`config.mk`:
```
export PLATFORM = sky130hd
export DESIGN_NAME = per_id_daily_quota_table_unit
export DESIGN_NICKNAME = d
export VERILOG_FILES = /design/src/design/pdqt_pkg.sv /design/src/design/pdqt_ctrl.sv /design/src/design/pdqt_dpath.sv /design/src/design/per_id_daily_quota_table_unit.sv
export SDC_FILE = /design/constraint.sdc
export NUM_CORES = 2
export LEC_CHECK = 0
export ABC_AREA = 1
export BUFFER_PORTS_ARGS = -buffer_cell sky130_fd_sc_hd__buf_2
export CORE_MARGIN = 5
export CORE_UTILIZATION = 50
export DETAILED_ROUTE_END_ITERATION = 6
export HOLD_SLACK_MARGIN = 0.05
export PLACE_DENSITY = 0.68
export SYNTH_ARGS = -nofsm -noshare
export SYNTH_HDL_FRONTEND = slang
export SYNTH_SLANG_ARGS = --single-unit
```
`constraint.sdc`:
```
create_clock -name clk -period 4.8 [get_ports clk]
set_input_delay 0.96 -clock clk [delete_from_list [all_inputs] [get_ports clk]]
set_output_delay 0.96 -clock clk [all_outputs]
set_load 0.03 [all_outputs]
```
`src/design/pdqt_pkg.sv`:
```
// ----------------------------------------------------------------------------
// pdqt_pkg
// shared types and constants of the per-id quota table: payload structs,
// operation and verdict codes, controller/datapath command and status groups
// ----------------------------------------------------------------------------
package pdqt_pkg;

    localparam int ID_W    = 31;
    localparam int COUNT_W = 16;
    localparam int OP_W    = 2;
    localparam int VERD_W  = 2;

    localparam logic [COUNT_W-1:0] COUNT_MAX   = '1;
    localparam logic [COUNT_W-1:0] QUOTA_RESET = 16'd3;

    // apb register map
    localparam int PADDR_W   = 3;
    localparam int PDATA_W   = 32;
    localparam logic REG_QUOTA = 1'b0;

    typedef enum logic [OP_W-1:0] {
        OP_CHECK  = 2'd0,
        OP_RECORD = 2'd1,
        OP_CLEAR  = 2'd2,
        OP_RSVD   = 2'd3
    } op_t;

    typedef enum logic [VERD_W-1:0] {
        VERDICT_ALLOWED = 2'd0,
        VERDICT_QUOTA   = 2'd1,
        VERDICT_FULL    = 2'd2,
        VERDICT_RSVD    = 2'd3
    } verdict_t;

    typedef struct packed {
        logic [OP_W-1:0] opcode;
        logic [ID_W-1:0] person_id;
    } in_item_t;

    typedef struct packed {
        logic [VERD_W-1:0]  verdict;
        logic [COUNT_W-1:0] event_count;
    } out_item_t;

    // controller -> datapath
    typedef struct packed {
        logic capture;   // latch incoming item, restart scan
        logic read;      // issue table read at scan index
        logic compare;   // compare read beat against item id
        logic decide;    // form result, update table
        logic load_out;  // move result into output register
    } cmd_t;

    // datapath -> controller
    typedef struct packed {
        logic skip;      // clear op or empty table: no scan needed
        logic match;     // read entry holds the item id
        logic last;      // scan index is the last occupied slot
        logic out_free;  // output register can take a result
    } sts_t;

endpackage

```
`src/design/pdqt_ctrl.sv`:
```
// ----------------------------------------------------------------------------
// pdqt_ctrl
// sequencer for one item: capture, scan occupied slots, decide, deliver
// ----------------------------------------------------------------------------
module pdqt_ctrl
    import pdqt_pkg::*;
(
    input  logic clk,
    input  logic rst_n,
    input  logic start,
    input  sts_t sts,
    output cmd_t cmd,
    output logic busy
);

    typedef enum logic [2:0] {
        ST_IDLE,
        ST_READ,
        ST_CMP,
        ST_DECIDE,
        ST_DELIVER
    } state_t;

    state_t state_reg;
    state_t state_next;

    always_comb
    begin
        state_next = state_reg;
        cmd        = '0;
        case (state_reg)
            ST_IDLE:
            begin
                if (start)
                begin
                    cmd.capture = 1'b1;
                    state_next  = ST_READ;
                end
            end
            ST_READ:
            begin
                if (sts.skip)
                begin
                    state_next = ST_DECIDE;
                end
                else
                begin
                    cmd.read   = 1'b1;
                    state_next = ST_CMP;
                end
            end
            ST_CMP:
            begin
                cmd.compare = 1'b1;
                if (sts.match || sts.last)
                begin
                    state_next = ST_DECIDE;
                end
                else
                begin
                    state_next = ST_READ;
                end
            end
            ST_DECIDE:
            begin
                cmd.decide = 1'b1;
                state_next = ST_DELIVER;
            end
            ST_DELIVER:
            begin
                if (sts.out_free)
                begin
                    cmd.load_out = 1'b1;
                    state_next   = ST_IDLE;
                end
            end
            default:
            begin
                state_next = ST_IDLE;
            end
        endcase
    end

    always_ff @(posedge clk or negedge rst_n)
    begin
        if (!rst_n)
        begin
            state_reg <= ST_IDLE;
        end
        else
        begin
            state_reg <= state_next;
        end
    end

    assign busy = (state_reg != ST_IDLE);

endmodule

```
`src/design/pdqt_dpath.sv`:
```
// ----------------------------------------------------------------------------
// pdqt_dpath
// id/count table memory, scan index, fill level, verdict logic and the
// output register
// ----------------------------------------------------------------------------
module pdqt_dpath
    import pdqt_pkg::*;
#(
    parameter int TABLE_ENTRIES = 64
)
(
    input  logic               clk,
    input  logic               rst_n,
    input  cmd_t               cmd,
    output sts_t               sts,
    input  in_item_t           in_data,
    input  logic [COUNT_W-1:0] quota,
    output logic               out_valid,
    input  logic               out_stall,
    output out_item_t          out_data
);

    localparam int IDX_W  = (TABLE_ENTRIES > 1) ? $clog2(TABLE_ENTRIES) : 1;
    localparam int FILL_W = $clog2(TABLE_ENTRIES + 1);
    localparam logic [FILL_W-1:0] FILL_FULL = FILL_W'(TABLE_ENTRIES);

    typedef struct packed {
        logic [ID_W-1:0]    id;
        logic [COUNT_W-1:0] count;
    } entry_t;

    entry_t mem [TABLE_ENTRIES];
    entry_t rd_data_reg;

    logic [OP_W-1:0]    op_reg;
    logic [ID_W-1:0]    id_reg;
    logic [IDX_W-1:0]   idx_reg;
    logic [FILL_W-1:0]  fill_reg;
    logic [FILL_W-1:0]  fill_next;
    logic               found_reg;
    logic [COUNT_W-1:0] hit_count_reg;
    out_item_t          res_reg;
    out_item_t          res_next;
    out_item_t          out_data_reg;
    logic               out_valid_reg;

    logic               wr_en;
    logic [IDX_W-1:0]   wr_addr;
    entry_t             wr_data;
    logic               is_record;
    logic               table_full;
    logic [COUNT_W-1:0] inc_count;

    assign is_record  = (op_reg == OP_RECORD);
    assign table_full = (fill_reg == FILL_FULL);
    assign inc_count  = (hit_count_reg == COUNT_MAX) ? COUNT_MAX
                                                     : hit_count_reg + COUNT_W'(1);

    assign sts.skip     = (op_reg == OP_CLEAR) || (fill_reg == '0);
    assign sts.match    = (rd_data_reg.id == id_reg);
    assign sts.last     = ((FILL_W'(idx_reg) + FILL_W'(1)) == fill_reg);
    assign sts.out_free = !out_valid_reg || !out_stall;

    // verdict and table update
    always_comb
    begin
        res_next  = '0;
        fill_next = fill_reg;
        wr_en     = 1'b0;
        wr_addr   = idx_reg;
        wr_data   = '0;
        if (op_reg == OP_CLEAR)
        begin
            fill_next = '0;
        end
        else if (found_reg)
        begin
            res_next.verdict     = (hit_count_reg < quota) ? VERDICT_ALLOWED
                                                           : VERDICT_QUOTA;
            res_next.event_count = hit_count_reg;
            if (is_record)
            begin
                res_next.event_count = inc_count;
                wr_en                = 1'b1;
                wr_data.id           = id_reg;
                wr_data.count        = inc_count;
            end
        end
        else
        begin
            res_next.verdict = table_full ? VERDICT_FULL : VERDICT_ALLOWED;
            if (is_record && !table_full)
            begin
                res_next.event_count = COUNT_W'(1);
                wr_en                = 1'b1;
                wr_addr              = fill_reg[IDX_W-1:0];
                wr_data.id           = id_reg;
                wr_data.count        = COUNT_W'(1);
                fill_next            = fill_reg + FILL_W'(1);
            end
        end
    end

    // table memory: one read port, one write port
    always_ff @(posedge clk)
    begin
        if (cmd.read)
        begin
            rd_data_reg <= mem[idx_reg];
        end
        if (cmd.decide && wr_en)
        begin
            mem[wr_addr] <= wr_data;
        end
    end

    // item payload and result
    always_ff @(posedge clk)
    begin
        if (cmd.capture)
        begin
            op_reg <= in_data.opcode;
            id_reg <= in_data.person_id;
        end
        if (cmd.compare && sts.match)
        begin
            hit_count_reg <= rd_data_reg.count;
        end
        if (cmd.decide)
        begin
            res_reg <= res_next;
        end
        if (cmd.load_out)
        begin
            out_data_reg <= res_reg;
        end
    end

    // scan control state
    always_ff @(posedge clk or negedge rst_n)
    begin
        if (!rst_n)
        begin
            idx_reg       <= '0;
            found_reg     <= 1'b0;
            fill_reg      <= '0;
            out_valid_reg <= 1'b0;
        end
        else
        begin
            if (cmd.capture)
            begin
                idx_reg   <= '0;
                found_reg <= 1'b0;
            end
            else if (cmd.compare)
            begin
                if (sts.match)
                begin
                    found_reg <= 1'b1;
                end
                else if (!sts.last)
                begin
                    idx_reg <= idx_reg + IDX_W'(1);
                end
            end
            if (cmd.decide)
            begin
                fill_reg <= fill_next;
            end
            if (cmd.load_out)
            begin
                out_valid_reg <= 1'b1;
            end
            else if (!out_stall)
            begin
                out_valid_reg <= 1'b0;
            end
        end
    end

    assign out_valid = out_valid_reg;
    assign out_data  = out_data_reg;

endmodule

```
`src/design/per_id_daily_quota_table_unit.sv`:
```
// ----------------------------------------------------------------------------
// per_id_daily_quota_table_unit
// per-identifier event counter table with a quota verdict; fills in order,
// emptied by a clear operation at each period boundary
//
//   channel  | direction | handshake          | beat
//   ---------+-----------+--------------------+------------------------------
//   in       | input     | in_valid/in_stall  | in_item_t {opcode, person_id}
//   out      | output    | out_valid/out_stall| out_item_t {verdict, count}
//   apb      | input     | psel/penable/pready| quota_per_period at offset 0
//
// scan: an item reads and compares each of the F occupied slots in turn (F up to
//   TABLE_ENTRIES); each slot is read through the table's one read port in a
//   read state, then compared against the item id in a compare state
// a hit ends the scan early; clear and empty-table items skip the scan
// one item at a time; the next beat is taken while a result still waits
// reset: control and fill level cleared at once, no clearing pass needed
// out_stall holds the result in the output register and the item behind it
// ----------------------------------------------------------------------------
module per_id_daily_quota_table_unit
    import pdqt_pkg::*;
#(
    parameter int TABLE_ENTRIES = 64
)
(
    input  logic               clk,
    input  logic               rst_n,
    // item input
    input  logic               in_valid,
    output logic               in_stall,
    input  in_item_t           in_data,
    // result output
    output logic               out_valid,
    input  logic               out_stall,
    output out_item_t          out_data,
    // configuration
    input  logic               psel,
    input  logic               penable,
    input  logic               pwrite,
    input  logic [PADDR_W-1:0] paddr,
    input  logic [PDATA_W-1:0] pwdata,
    output logic [PDATA_W-1:0] prdata,
    output logic               pready
);

    cmd_t               cmd;
    sts_t               sts;
    logic               busy;
    logic               start;
    logic [COUNT_W-1:0] quota_reg;
    logic               reg_sel;

    // register index from the word address
    assign reg_sel = paddr[2];
    assign pready  = 1'b1;

    // quota register, written on the access phase
    always_ff @(posedge clk or negedge rst_n)
    begin
        if (!rst_n)
        begin
            quota_reg <= QUOTA_RESET;
        end
        else if (psel && penable && pwrite && (reg_sel == REG_QUOTA))
        begin
            quota_reg <= pwdata[COUNT_W-1:0];
        end
    end

    // readback, unmapped offsets read zero
    always_comb
    begin
        prdata = '0;
        if (reg_sel == REG_QUOTA)
        begin
            prdata = PDATA_W'(quota_reg);
        end
    end

    // a beat is taken only while the sequencer is idle
    assign in_stall = busy;
    assign start    = in_valid && !busy;

    pdqt_ctrl u_ctrl (
        .clk   (clk),
        .rst_n (rst_n),
        .start (start),
        .sts   (sts),
        .cmd   (cmd),
        .busy  (busy)
    );

    pdqt_dpath #(
        .TABLE_ENTRIES (TABLE_ENTRIES)
    ) u_dpath (
        .clk       (clk),
        .rst_n     (rst_n),
        .cmd       (cmd),
        .sts       (sts),
        .in_data   (in_data),
        .quota     (quota_reg),
        .out_valid (out_valid),
        .out_stall (out_stall),
        .out_data  (out_data)
    );

endmodule

```
After elaboration in Yosys (flattened, before gate mapping):

Memory sizes are Yosys's and may differ from the RTL's. A register that Yosys moved wholly into a read port is not among the register bits.
Cells that the tools add are included.

* bits in registers: 119
* output and inout port bits: 53
* RAM bits: 3008
* memories: 1
* logic and storage cells: 105
* input port bits: 75

Memory list
* u_dpath.mem: words 64, bits a word 47, rd ports 1, clocked after memory_dff 1, write ports 1, line pdqt_dpath.sv:32 `entry_t mem [TABLE_ENTRIES];`

* magnitude comparators: 1
* mux-type cells: 45
* equal/unequal tests: 16
* reductions and logical operators: 24
* bitwise logic cells: 1
* $add $sub $neg: 4

Operators with widths (count)
* $mux 47: 4
* $mux 16: 3
* $mux 6: 7
* $eq 31x31->1: 1
* $mux 1: 22
* $mux 7: 3
* $mux 18: 1
* $add 16x1->16 const B: 1
* $eq 16x16->1 const B: 1
* $lt 16x16->1: 1
* $pmux 3 s5: 1
* $ne 2x2->1 const B: 5
* $add 6x1->7 const B: 1
* $add 7x1->7 const B: 1
* $eq 7x7->1: 1
* $eq 7x7->1 const B: 1
* $logic_and 1x1->1: 7
* $logic_not 7->1: 1
* $add 6x1->6 const B: 1
* $eq 3x2->1 const B: 2
* $mux 3: 2
* $reduce_and 3->1: 2
* $reduce_bool 2->1: 3
* $logic_not 1->1: 4
* other kinds (11): 15

Depth between registers and ports, before layout:

* depth in word-level cells: 9
* mapped depth: 15
* depth with buffers taken out: 13

Modules after synthesis:

Synthesis repeated with hierarchy kept, for this count alone.

* cell total of the unflattened synthesis: 10417
* area total of the unflattened synthesis: 127647.4 µm²

Modules (own cells, without submodules)
* pdqt_dpath: sequential area each 94665.8 µm², instances 1, cells an instance 10261, area each 126516.3 µm²
* per_id_daily_quota_table_unit: sequential area each 402.9 µm², instances 1, cells an instance 127, area each 948.4 µm²
* pdqt_ctrl: sequential area each 75.1 µm², instances 1, cells an instance 29, area each 182.7 µm²

Worst setup path before layout:

Ideal clock, no wire load.

* path kind: register -> register
* start point: register u_ctrl.state_reg[0]
* end point: memory u_dpath.mem[49][0] (netlist name) (enable)
* data required time: 4.348 ns
* setup slack: 0.358 ns
* clock period less this slack: 4.442 ns
* setup time: 0.452 ns
* path buffers: 0
* cell stages (with the launch flop): 7
* data arrival time: 3.990 ns
* cells stage by stage: dfrtp_1 -> inv_1 -> nor3_2 -> nand2_2 -> nor2_2 -> nand2_2 -> nor2_1

* longest elaborated chain between the ends: 5

RTL lines
* start, declared: line pdqt_ctrl.sv:24 `state_t state_reg;`
* start signal, assigned: line pdqt_ctrl.sv:92 `state_reg <= state_next;`
* $eq 3x2->1: line pdqt_ctrl.sv:31 `case (state_reg)`
* $mux 1: line pdqt_ctrl.sv:31
* $logic_and 1x1->1: line pdqt_dpath.sv:111 `if (cmd.decide && wr_en)`
* $mux 1: line pdqt_dpath.sv:111
* $mux 1 (not written as such): line pdqt_dpath.sv:113 `mem[wr_addr] <= wr_data;`
* end, declared: line pdqt_dpath.sv:32

Every way passes these cells.

Worst setup path in the final report:

* start point: register u_dpath.fill_reg[1]
* end point: memory u_dpath.mem[37][34] (netlist name) (enable)

* longest elaborated chain between the ends: 9
* elaborated cells on any way between the ends: 12
* those cells by class: 1 x eq/ne; 8 x mux; 3 x reduce/logical

RTL lines
* start, declared: line pdqt_dpath.sv:38 `logic [FILL_W-1:0] fill_reg;`
* start signal, assigned: line pdqt_dpath.sv:169 `fill_reg <= fill_next;`
* $eq 7x7->1: line pdqt_dpath.sv:55 `assign table_full = (fill_reg == FILL_FULL);`
* $logic_not 1->1: line pdqt_dpath.sv:92 `if (is_record && !table_full)`
* $logic_and 1x1->1: line pdqt_dpath.sv:92
* $mux 1: line pdqt_dpath.sv:92
* $mux 1: line pdqt_dpath.sv:76 `else if (found_reg)`
* $mux 1: line pdqt_dpath.sv:72 `if (op_reg == OP_CLEAR)`
* $logic_and 1x1->1: line pdqt_dpath.sv:111
* $mux 1: line pdqt_dpath.sv:111
* $mux 1 (not written as such): line pdqt_dpath.sv:113

Several ways; a longest one is shown, not always the timed one.

==> tab_implementation.tex <==
\begin{tabular}{lr}
\hline
Metric & Value \\
\hline
\multicolumn{2}{l}{\textbf{Clock network}} \\
\quad TritonCTS clock tree & yes \\
\quad Root Driver & sky130\_fd\_sc\_hd\_\_clkbuf\_16 \\
\quad Clock buffer depth & 4 \\
\quad Clock network latency to the later pin of the worst-skew pair & 0.97 ns \\
\quad Total of cells resized after clock tree synthesis & 0 \\
\quad Buffers inserted during post-CTS setup optimization & 0 \\
\quad Count of hold buffers inserted by post-cts repair & 0 \\
\quad Number of buffers created by CTS & 318 \\
\quad H-tree level count & 5 \\
\quad Clock transition time at the flip-flop clock pins of the worst setup and hold paths & 0.06 ns \\
\quad Number of clock sinks seen by CTS & 3,174 \\
\multicolumn{2}{l}{\textbf{GRT}} \\
\quad Global-route wire length before repair & 519,000 µm \\
\quad Overflow left after global routing & 0 \\
\quad Maximum number of pins on one net before global-route repair & 202 \\
\quad Initial antenna violation count & 2 \\
\quad Vias in the first global route & 79.4k \\
\quad All-layer global routing usage & 26.5\% \\
\multicolumn{2}{l}{\textbf{Setup path}} \\
\quad Worst setup endpoint & u\_dpath.mem[37][34] \\
\quad Number of cells on the worst reg-to-reg path & 11 \\
\quad Arrival @ worst endpoint & 4.51 ns \\
\quad Type of origin of the critical path & register \\
\quad R2R Path Start & u\_dpath.fill\_reg[1] \\
\quad Worst setup path class & register to register \\
\quad Crit path max fanout & 27 \\
\quad Reg2reg setup slack & 0.86 ns \\
\quad Nature of the critical path endpoint & register \\
\quad Endpoint required time on the critical path & 5.36 ns \\
\quad Launch point of the critical path & u\_dpath.fill\_reg[1] \\
\quad End of the worst register-to-register path & u\_dpath.mem[37][34] \\
\multicolumn{2}{l}{\textbf{Place}} \\
\quad Number of input and output port buffers inserted & 92 \\
\quad Routability-driven placement congestion ratio & 0.814 \\
\quad Placed wire-length estimate after detailed placement & 176,000 µm \\
\quad Worst slack after detailed placement & 1.05 ns \\
\multicolumn{2}{l}{\textbf{STA}} \\
\quad Total Negative Setup Slacks & 0 ns \\
\quad Worst-margin pin slew & 1.22 ns \\
\quad Final setup fails & 0 \\
\quad Final hold violation count & 0 \\
\quad Setup repair after global routing missed its margin & false \\
\quad Highest attainable clock frequency & 0.254 GHz \\
\quad Worst-case headroom to the max-slew limit & 19.0\% \\
\quad Setup Skew & 0.0491 ns \\
\quad Part of the cycle the worst path needs & 82.2\% \\
\quad Post-layout worst setup margin & 0.855 ns \\
\quad Fin. max-slew vios & 0 \\
\quad Final critical delay including setup and external delays & 3.94 ns \\
\multicolumn{2}{l}{\textbf{Floorplan}} \\
\quad Die footprint & 0.262 mm² \\
\quad Core box area & 0.251 mm² \\
\quad Number of ports placed on the die boundary & 128 \\
\quad Horizontal extent of the die & 512 µm \\
\quad Initial core utilization & 50.2\% \\
\quad Total number of placement rows & 184 \\
\quad Chip Height & 512 µm \\
\multicolumn{2}{l}{\textbf{Synth}} \\
\quad Sequential-to-total area share from yosys stat & 75.5\% \\
\quad List of most frequent post-synthesis cells & 3,140 x sky130\_fd\_sc\_hd\_\_edfxtp\_1, 1,720 x sky130\_fd\_sc\_hd\_\_nor2\_1, 1,570 x sky130\_fd\_sc\_hd\_\_o21ai\_0 \\
\quad Most used flip-flop cell after synthesis & sky130\_fd\_sc\_hd\_\_edfxtp\_1 \\
\quad Mapped Cells & 9,854 \\
\quad Library cell occupying the most area in the post-synthesis netlist & sky130\_fd\_sc\_hd\_\_edfxtp\_1 \\
\quad Leading post-synthesis cells by cell area & sky130\_fd\_sc\_hd\_\_edfxtp\_1 75\%, sky130\_fd\_sc\_hd\_\_o21ai\_0 6.2\%, sky130\_fd\_sc\_hd\_\_nor2\_1 5.1\% \\
\quad Warning count from the yosys run & 0 \\
\quad Count of unique library cells instantiated by Yosys & 39 \\
\quad Post-synth design cell area & 0.126 mm² \\
\quad Top-count cell post-synth & sky130\_fd\_sc\_hd\_\_edfxtp\_1 \\
\quad Synthesized flop and latch total & 3,174 \\
\quad Post-synth ARST share & 1.07\% \\
\quad Fraction of post-synthesis cell area in the top cell type by area & 74.8\% \\
\quad Number of enable-type register cells in the synthesized netlist & 3,140 \\
\quad Mean Syn Cell Area & 12.8 µm² \\
\multicolumn{2}{l}{\textbf{Final layout}} \\
\quad Number of flip-flops in the largest register & 3,008 \\
\quad Nets & 9,929 \\
\quad Area added between synthesis and finish & 11.5\% \\
\quad Area occupied by multi-input gates & 0.0281 mm² \\
\quad Sequential cell area & 0.0952 mm² \\
\quad Total of fill cells in the finished design & 19.5k \\
\quad Layout cells sized above 1 & 8.93\% \\
\multicolumn{2}{l}{\textbf{Flow run}} \\
\quad Total of max-cap violations & 0 \\
\multicolumn{2}{l}{\textbf{Route}} \\
\quad Post-detailed-route via-to-cell ratio & 6.21 \\
\quad Post-detailed-routing wire length & 359,000 µm \\
\quad DR vias & 83.2k \\
\quad Average wire per cell in the routed design & 26.7 µm \\
\quad Number of iterations in the first detailed-routing pass & 7 \\
\quad Remaining antenna violation count & 0 \\
\quad DRC viols & 3 \\
\quad First DRT Iteration DRCs & 12.1k \\
\multicolumn{2}{l}{\textbf{Worst hold path}} \\
\quad Hold/Removal Path Class & input pin to asynchronous set/reset pin \\
\multicolumn{2}{l}{\textbf{Pwr}} \\
\quad Total power per unit cell area & 546 mW/mm² \\
\quad Static leakage & 46.8 nW \\
\quad Maximum VDD drop & 0.591 mV \\
\multicolumn{2}{l}{\textbf{Status}} \\
\quad Result of the run & finished, violations left \\
\quad Violated checks & DRC \\
\hline
\end{tabular}
-- worst min-delay path by stage --
stage | end | from | slack, ns
after global routing | u_dpath.id_reg[23] | in_data[23] | 0.13
after detailed placement | u_dpath.out_data[17] | u_dpath.res_reg[17] | 0.40
after floorplan | u_dpath.hit_count_reg[0] | u_dpath.rd_data_reg[0] | 0.40
after global placement | u_dpath.out_data[5] | u_dpath.res_reg[5] | 0.41
after CTS | u_dpath.out_valid | rst_n | 0.08
final | u_dpath.out_valid | rst_n | 0.10
-- cells in the final DEF (no fill, tap or decap), types with 8 or more instances in the layout --
cell type	synthesis	layout
sky130_fd_sc_hd__nand2_1	1109	1109
sky130_fd_sc_hd__buf_2	111	92
sky130_fd_sc_hd__nand2_2	10	10
sky130_fd_sc_hd__xnor2_1	31	31
sky130_fd_sc_hd__inv_1	106	102
sky130_fd_sc_hd__nand3_1	596	596
sky130_fd_sc_hd__xor2_1	9	9
sky130_fd_sc_hd__a21oi_1	34	34
sky130_fd_sc_hd__bufinv_16	0	21
sky130_fd_sc_hd__nor2_1	1720	1613
sky130_fd_sc_hd__dfrtp_1	32	26
sky130_fd_sc_hd__o22ai_1	715	715
sky130_fd_sc_hd__o21ai_0	1570	1570
sky130_fd_sc_hd__o21ai_1	13	13
sky130_fd_sc_hd__conb_1	2	17
sky130_fd_sc_hd__clkinv_2	0	39
sky130_fd_sc_hd__clkbuf_16	0	326
sky130_fd_sc_hd__ha_1	19	19
sky130_fd_sc_hd__nand4_1	14	14
sky130_fd_sc_hd__nor3_1	9	9
sky130_fd_sc_hd__buf_12	1	53
sky130_fd_sc_hd__inv_2	10	8
sky130_fd_sc_hd__nor2_4	1	108
sky130_fd_sc_hd__buf_4	93	188
sky130_fd_sc_hd__clkinv_1	0	76
sky130_fd_sc_hd__edfxtp_1	3140	3140
sky130_fd_sc_hd__clkbuf_1	409	64
-- cell type report --
cell class | instances | share of cell area (%)
multi-input cells | 5892 | 20.0
repair buffers | 333 | 2.09
well taps | 3348 | 2.98
diodes | 2 | 0.00356
clock buffers | 395 | 6.02
inverters | 116 | 0.336
clock inverters | 150 | 0.881
flip-flops and latches | 3174 | 67.7
-- routing by layer --
layer	up-vias	global-route usage (%)	share of wire [%]	wire length (µm)
li1	36000	-	-	-
met5	-	0	0	0
met2	5204	42.2	47	168000
met1	41200	35.7	37	134000
met3	819	5.65	12	41900
met4	0	10.7	4.2	15000
-- critical path, stage by stage, from the launching register on --
cell	delay, ns
sky130_fd_sc_hd__dfrtp_1	0.43
sky130_fd_sc_hd__inv_1	0.12
sky130_fd_sc_hd__ha_1	0.18
sky130_fd_sc_hd__nand3_1	0.11
sky130_fd_sc_hd__nor2_1	0.14
sky130_fd_sc_hd__nand3_2	0.16
sky130_fd_sc_hd__nand2_4	0.17
sky130_fd_sc_hd__nor2_8	0.09
sky130_fd_sc_hd__o21ai_1	0.39
sky130_fd_sc_hd__nand3_1	0.69
sky130_fd_sc_hd__nor2_4	0.33
sky130_fd_sc_hd__buf_4	0.67
-- kinds of logic (layout without fill, tap and decap cells) --
kind of cell	count (synthesis)	after routing	share of synthesized area [%]
AND/OR/NAND/NOR	3477	3477	11.1
AO/OA/AOI/OAI	2339	2339	10.0
XOR/XNOR	40	40	0.278
flip-flops	3174	3174	75.5
other	2	19	0.00596
adder cells (fa/ha/maj)	19	19	0.189
buffers and inverters	803	994	2.93
-- power by group --
| part | switching (W) | internal [W] |
|---|---|---|
| clock network | 0.0100 | 0.0136 |
| logic | 0.0153 | 0.00574 |
| registers | 0.000510 | 0.0316 |
| total | 0.0259 | 0.0509 |
-- through the flow --
step	hold slack [ns]	cells	area [µm²]	utilization, %	power (W)
2_1_floorplan	0.400	9869	126000	-	0.0470
3_3_place_gp	0.408	12900	131000	52.1	0.0527
3_5_place_dp	0.405	12900	131000	52.1	0.0533
4_1_cts	0.0832	13400	141000	55.9	0.0766
5_1_grt	0.131	13400	141000	56.0	0.0800
6_report	0.105	13400	141000	56.0	0.0768
(Power assumes the default switching activity.)
